<file path="src/design/cpra_ram.sv">
// Generic single-port-write, single-port-read RAM with registered read data.
module cpra_ram #(
  parameter int WIDTH = 8,
  parameter int DEPTH = 16
) (
  input  logic                     clk,
  input  logic                     we,
  input  logic [$clog2(DEPTH)-1:0] waddr,
  input  logic [WIDTH-1:0]         wdata,
  input  logic [$clog2(DEPTH)-1:0] raddr,
  output logic [WIDTH-1:0]         rdata
);
  logic [WIDTH-1:0] mem [DEPTH];

  always_ff @(posedge clk) begin
    if (we) begin
      mem[waddr] <= wdata;
    end
    rdata <= mem[raddr];
  end
endmodule

</file>
<file path="config.mk">
export PLATFORM = sky130hd
export DESIGN_NAME = cpra_ram
export DESIGN_NICKNAME = d
export VERILOG_FILES = /design/src/design/cpra_ram.sv
export SDC_FILE = /design/constraint.sdc
export NUM_CORES = 1
export LEC_CHECK = 0
export ABC_AREA = 1
export BUFFER_PORTS_ARGS = -buffer_cell sky130_fd_sc_hd__buf_2
export CAP_MARGIN = 10
export CELL_PAD_IN_SITES_DETAIL_PLACEMENT = 0
export CELL_PAD_IN_SITES_GLOBAL_PLACEMENT = 1
export CORE_MARGIN = 2
export CORE_UTILIZATION = 40
export DETAILED_ROUTE_END_ITERATION = 16
export PLACE_DENSITY = 0.65
export SYNTH_ARGS = -nofsm -noshare
export SYNTH_HDL_FRONTEND = slang
export SYNTH_SLANG_ARGS = --single-unit
</file>
<file path="constraint.sdc">
create_clock -name clk -period 2.31 [get_ports clk]
set_input_delay 0.3465 -clock clk [delete_from_list [all_inputs] [get_ports clk]]
set_output_delay 0.3465 -clock clk [all_outputs]
set_load 0.02 [all_outputs]
</file>
== After elaboration in Yosys (flattened, before gate mapping) ==
Memory sizes are Yosys's and may differ from the RTL's. A register that Yosys moved wholly into a read port is not among the register bits.
Cells that the tools add are included.

* Flip-flop bits (word level): 0
* Latch bits: 0
* Memory bits (writable): 128
* Memory bits (read-only): 0
* Input bits: 18
* Output and inout bits: 8
* Word-level logic and storage cells: 3
* Memories kept: 1

* Add/sub/neg operators: 0
* $mul: 0
* Divide/modulo/power cells: 0
* Magnitude comparators: 0
* Eq/ne operators: 0
* Shift operators: 0
* Mux-type cells: 2
* Bitwise gates (word level): 0
* Reductions and logical operators: 0

{| class="wikitable"
|+ Memory list
! memory !! depth !! width !! rd ports !! clocked after Yosys merged registers in !! wr ports !! RTL line !! RTL
|-
| mem || 16 || 8 || 1 || 1 || 1 || 13 || <nowiki>logic [WIDTH-1:0] mem [DEPTH];</nowiki>
|}

{| class="wikitable"
|+ Operator list
! operator !! number
|-
| 2-to-1 mux 1 bit || 2
|}

== Longest topological paths before layout ==
Gate-level depths: netlist (run 1).

* Word-level depth: 2
* Mapped depth: 8
* Depth with buffers taken out: 7

== Worst setup path before layout (run 1) ==
Ideal clock, no wire load.

* Kind: input to register
* From: input waddr[2]
* To: memory mem[10][0], enable pin
* Setup time: 0.370 ns
* Arrival: 0.927 ns
* Data required time: 1.940 ns
* Path slack: 1.013 ns
* Stages: 2
* Buffers on the path: 0
* Cells stage by stage: nand3b_1 -> nor2_1

{| class="wikitable"
|+ RTL lines
! what !! RTL line !! RTL
|-
| start: declaration || 8 || <nowiki>input logic [$clog2(DEPTH)-1:0] waddr,</nowiki>
|-
| end: declaration || 13 ||
|}

No word-level cell before the write port.

== Worst setup path after layout (run 1) ==
* From: register rdata[0] (read register of mem)
* To: output rdata[0]

{| class="wikitable"
|+ RTL lines
! what !! RTL line !! RTL
|-
| start: declaration || 11 || <nowiki>output logic [WIDTH-1:0] rdata</nowiki>
|}

No word-level cell between the ends.

==> results by group, run 1 <==
Outcome
  – Outcome: completed

STA
  – Fin crit share: between 50% and 60%
  – Final hold slack: about 0.28 ns
  – Clock Skew: roughly 0.0065 ns
  – Setup violators final: 0
  – Unrepaired setup endpoints after global routing: false
  – Tightest Pin Transition: between 0.7 and 0.8 ns
  – Final Slew Violations: 0
  – Max Fclk: around 770 MHz
  – Final min period: about 1.3 ns
  – Relative slew slack: 50.1%
  – TNS Setup: 0 ns
  – Fin. Hold Viols: 0

Floorplanning
  – Site row count: 43
  – Width of the die: about 120 um
  – Initial Utilization: between 40% and 50%
  – Die Y: around 120 um
  – Area of the core: between 0.01 and 0.015 mm^2
  – I/O pin total: 26
  – Die footprint: ~0.015 mm^2

Logic synthesis
  – Most area-consuming cells after synthesis: edfxtp_1, nand2_1, nand3_1
  – Post-synth top area cell: edfxtp_1
  – Synth cell types: 12
  – Seq/Total Area, Yosys: between 60% and 70%
  – Synth Area in Adders: 0%
  – Largest family of logic cells by synthesized area: simple AND/OR/NAND/NOR gates
  – #FFs+latches synth: around 140
  – Mapped Cells: 551
  – Async SR Flop Fraction: 0%
  – Simple-gate portion of the synthesized area: a little over a fifth
  – Compound-cell area share of the yosys netlist: 0%
  – Most numerous cell in the Yosys netlist: nand2_1
  – Post-Synth XOR/XNOR Area: 0%
  – Synth Area per Inst: between 10 and 15 um^2
  – Top_reg_cell synth: edfxtp_1
  – Post-Syn Nets: between 500 and 600
  – Yosys top cell area share: between 60% and 70%
  – List of most frequent post-synthesis cells: nand2_1, edfxtp_1, inv_1
  – Number of synthesized flops with an enable pin: ~130
  – Syn. warnings: 0
  – Synthesized area: approximately 0.0058 mm^2
  – Post-synthesis mux area share: 0%

Worst setup path
  – Critical Path, Cell by Cell: buf_2
  – Kind of critical path: register to primary output
  – Critical Path RT: 1.96 ns
  – Crit-path max FO: 1
  – Family with the most delay on the worst path: flip-flops
  – Worst EP arrival: 0.96 ns
  – Worst path bufs/invs: 1
  – Crit start category: register
  – CP max-delay cell: dfxtp_1
  – Max incr delay on CP: 0.36 ns
  – CP endpoint kind: primary output

Routing
  – Final wirelength: approximately 13000 um
  – Iter 0 DRT Violations: 290
  – Wire length on met1: 5930 um
  – Met2 routed WL: 6180 um
  – Drt pass-1 iters: 5
  – WL per Instance: 16.8 um
  – DRC viols: 0
  – Via count: around 3600
  – Met3 WL: between 500 and 600 um
  – ANT nets after route: 0
  – Vias per std cell: 4.71
  – Top Layer Used: met4

Finish
  – Synth-to-Final Area Change: 13.8%
  – Final instance area: between 0.006 and 0.007 mm^2
  – Layout cells sized above 1: just under 10%
  – NumNets Final: about 600
  – Post-route insts no fill: just under 800
  – Ant. Diodes: 0

Clock tree
  – CTS buffer count: 17
  – CTS max path bufs: 2
  – Setup bufs post-CTS: 0
  – Cts hold-fix bufs: 0
  – CTS resizes: 0
  – Worst-skew pair later-pin latency: between 0.4 and 0.5 ns
  – CTS tree: built
  – Clk slew on worst S/H paths: roughly 0.06 ns
  – # H-tree levels: 4
  – Num Clock Sinks: 136
  – CTS Root Cell: clkbuf_16

Global routing
  – Initial antenna violation count: 0
  – Global route overflow: 0
  – GRT Total Usage: about a fifth
  – Vias in the first global route: between 3000 and 4000
  – First-pass GRT wire length: 20200 um
  – Largest net degree at the start of global routing: between 60 and 70

Placed design
  – Hpwl dp: around 8000 um
  – Port Buf Inserts: 25
  – Placement Cell Area: ~0.0060 mm^2
  – Placed instance count: roughly 740
  – Placer Congestion: 0.808

Pwr
  – LEAKAGE: around 2.8 nW
  – Peak supply drop: 0.493 mV
  – Cell Pwr Density: ~850 mW/mm^2

Min path
  – Hold Crit Class: input pin to register

Job
  – # Max-Cap Violations: 0
## state kept, by name, summed over array words and instances, names as in the netlist
signal	cells
mem	128
rdata	8
## cells by family after synthesis
kind of cell,count (synthesis)
buf+inv,126
flops,136
simple gates,289
## path summary, 6_finish.rpt
kind	start	end	slack, ns	depth (start not counted)
setup / recovery	rdata[0]$_DFF_P_	rdata[0]	1.00	1
hold / removal	raddr[3]	rdata[6]$_DFF_P_	0.28	3
setup reg to reg	mem[1][7]$_DFFE_PP_	rdata[7]$_DFF_P_	1.26	6
hold reg to reg	mem[12][5]$_DFFE_PP_	rdata[5]$_DFF_P_	0.67	6
## per-layer routing
layer / track usage [%] / vias up
li1: - / 1832
met1: 25.0 / 1705
met2: 30.3 / 80
met3: 4.26 / 27
met4: 9.13 / 0
met5: 0 / -
## stage by stage
step	power, mW	util (%)	setup slack (ns)
floorplan	3.04	-	1.01
global placement	3.18	43.1	0.625
detailed placement	3.18	43.1	0.574
CTS	5.61	46.9	0.965
global route	5.74	46.9	0.945
finish	5.55	46.9	1.00
## layout make-up
type / instances / area, um^2
Tap cell: 180 / 225
Clock buffer: 28 / 487
Sequential cell: 136 / 4000
Multi-Input combinational cell: 289 / 1210
Fill cell: 1348 / 7430
Timing Repair Buffer: 34 / 205
Inverter: 102 / 383
Clock inverter: 4 / 45.0
## layout by cell type (no fill, tap or decap), drive strengths merged, types with 2 or more instances in the layout
cell type,count
nand3,97
inv,102
edfxtp,128
nand2,173
dfxtp,8
nand3b,2
nor2,17
clkbuf,28
buf,34
clkinv,3
## power by group
group	internal (mW)	switching, mW
sequential	2.76	0.0175
clock	1.53	0.899
combinational	0.0931	0.253
total	4.38	1.17
No activity file was read; power rests on OpenSTA's default activity.
==> run 2, diff against run 1 <==
--- a/config.mk
+++ b/config.mk
@@ -13,7 +13,7 @@
 export CORE_MARGIN = 2
 export CORE_UTILIZATION = 40
 export DETAILED_ROUTE_END_ITERATION = 16
-export PLACE_DENSITY = 0.65
+export PLACE_DENSITY = 0.68
 export SYNTH_ARGS = -nofsm -noshare
 export SYNTH_HDL_FRONTEND = slang
 export SYNTH_SLANG_ARGS = --single-unit
==> constraint.sdc (replaced) <==
create_clock -name clk -period 1.18 [get_ports clk]
set_input_delay 0.177 -clock clk [delete_from_list [all_inputs] [get_ports clk]]
set_output_delay 0.177 -clock clk [all_outputs]
set_load 0.02 [all_outputs]
==> run 2 against run 1 <==
Against the previous run: via count increased by 3.9%; critical path depth unchanged; critical endpoint unchanged; register-to-register slack got worse by 1.1 ns; largest power group unchanged; die area stayed put; core utilization rose by 1.3 points; combinational power increased by 120%; flip-flop and latch count unchanged; setup slack got worse by 0.96 ns; final cell count up 2.6%; critical path type unchanged; hold slack worse by 0.21 ns; routed wire length increased by 3.7%.
==> results by group, run 2 (synthesized netlist as in run 1, its figures left out) <==
Placed design
  – Placer Congestion: 0.822 (+1.7%)
  – Port Buf Inserts: 25 (unchanged)
  – Post-Place Setup Slack: -0.0826 ns (-0.657 ns)
  – Hpwl dp: 8580 um (+6.9%)
  – Placement Cell Area: 0.00624 mm^2 (+3.5%)

Global routing
  – GRT Total Usage: 19.5% (+0.32 points)
  – Global route overflow: 0 (unchanged)
  – Largest net degree at the start of global routing: 52 (-20%)
  – First-pass GRT wire length: 21100 um (+4.6%)
  – Vias in the first global route: 3747 (+4.4%)
  – Initial antenna violation count: 0 (unchanged)

Clock tree
  – # H-tree levels: 4 (unchanged)
  – CTS buffer count: 17 (unchanged)
  – Num Clock Sinks: 136 (unchanged)
  – CTS Root Cell: clkbuf_16
  – Worst-skew pair later-pin latency: 0.41 ns (about the same)
  – CTS max path bufs: 2 (unchanged)
  – Cts hold-fix bufs: 0 (unchanged)
  – Clk slew on worst S/H paths: 0.05 ns (about the same)
  – CTS tree: built
  – Setup bufs post-CTS: 0 (unchanged)

STA
  – Tightest Pin Transition: 0.417 ns (-0.329 ns)
  – Relative slew slack: 72.2% (+22 points)
  – Fin crit share: just under 100%
  – Setup violators final: 0 (unchanged)
  – Clock Skew: 0.00990 ns (+0.00343 ns)
  – Fin. Hold Viols: 0 (unchanged)
  – Max Fclk: 882 MHz
  – Final Slew Violations: 0 (unchanged)
  – Final worst-path setup slack: 0.0456 ns (-0.958 ns)
  – Unrepaired setup endpoints after global routing: false
  – Final min period: 1.13 ns

Finish
  – Synth-to-Final Area Change: 16.9%
  – Layout cells sized above 1: 12.7% (+2.8 points)
  – Max FFs per register: 128 (unchanged)
  – Top reg by flops: mem
  – Commonest non-fill, non-tap cell in the layout: nand2_1
  – Final core occ: 48.2% (+1.3 points)
  – Final instance area: 0.00674 mm^2 (+2.7%)
  – Largest regs: mem: 128 flops, rdata: 8 flops
  – Ant. Diodes: 0 (unchanged)
  – NumNets Final: 618 (+3.3%)
  – Most frequent cells in the layout: nand2_1, edfxtp_1, inv_1

Worst setup path
  – Family with the most delay on the worst path: flip-flops
  – Worst path bufs/invs: 1 (unchanged)
  – Critical Path, Cell by Cell: buf_4
  – Kind of critical path: register to primary output
  – Crit-path max FO: 1 (unchanged)
  – CP endpoint kind: primary output
  – Worst EP arrival: 0.96 ns (about the same)
  – CP max-delay cell: dfxtp_1
  – Crit start category: register
  – Critical Path RT: 1.00 ns (-0.96 ns)
  – Max incr delay on CP: 0.38 ns (+0.02 ns)

Floorplanning
  – Die Y: 124 um (unchanged)
  – Area of the core: 0.0140 mm^2 (unchanged)
  – I/O pin total: 26 (unchanged)
  – Site row count: 43 (unchanged)
  – Initial Utilization: 41.2% (unchanged)
  – Width of the die: 124 um (unchanged)
  – Die footprint: 0.0154 mm^2 (unchanged)

Routing
  – Iter 0 DRT Violations: 357 (+23%)
  – DRC viols: 0 (unchanged)
  – Vias per std cell: 4.77 (+1.2%)
  – Via count: 3785 (+3.9%)
  – ANT nets after route: 0 (unchanged)
  – WL per Instance: 17.0 um (+1.1%)
  – Final wirelength: 13500 um (+3.7%)
  – Drt pass-1 iters: 7 (+2)

Outcome
  – Outcome: completed

Pwr
  – Peak supply drop: 1.04 mV (+110%)
  – Cell Pwr Density: 1580 mW/mm^2 (+87%)
  – Final Power: 10.7 mW (+92%)
  – LEAKAGE: 2.94 nW (+3.9%)

Min path
  – Hold Crit Class: input pin to register

Job
  – # Max-Cap Violations: 0 (unchanged)
==> run 2: where the power goes <==
part | total [mW] | internal (mW) | switching [mW]
clock | 4.48 | 2.71 | 1.77
combinational | 0.744 | 0.236 | 0.508
sequential | 5.44 | 5.40 | 0.0355
==> run 2: cell type report <==
cell class              instances  area [um^2]
clock buffers                  26          469
clock inverters                 6         27.5
fillers                      1290         7250
inverters                     102          383
multi-input cells             289         1210
flip-flops and latches        136         4000
well taps                     180          225
repair buffers                 54          420
==> run 2: routing by layer <==
layer  vias to the layer above  wire length [um]  share of wire [%]  global-route usage (%)
li1                       1870                 -                  -                       -
met1                      1807              6050                 45                    25.5
met2                        93              6660                 49                    31.7
met3                        15               628                4.6                    5.31
met4                         0               171                1.3                    5.62
met5                         -                 0                  0                       0
==> run 2: what timing repair did <==
action,4_1_cts,5_1_grt
resized for setup,1,0
endpoints found under the setup margin,1,0
hold endpoints to repair,0,0
==> run 2: metrics by stage <==
| stage | instances | TNS [ns] | hold WS [ns] |
|---|---|---|---|
| after floorplan | 551 | 0 | 0.276 |
| after global placement | 761 | -0.603 | 0.472 |
| after detailed placement | 761 | -1.34 | 0.478 |
| after CTS | 793 | 0 | 0.0458 |
| after global routing | 793 | 0 | 0.0772 |
| final | 793 | 0 | 0.0658 |
==> run 2: worst paths after layout <==
check,startpoint,end,slack [ns],cells past startpoint
max reg2reg,mem[6][7]$_DFFE_PP_,rdata[7]$_DFF_P_,0.17,6
min,raddr[3],rdata[7]$_DFF_P_,0.07,3
min reg2reg,mem[15][4]$_DFFE_PP_,rdata[4]$_DFF_P_,0.66,6
max,rdata[0]$_DFF_P_,rdata[0],0.05,1
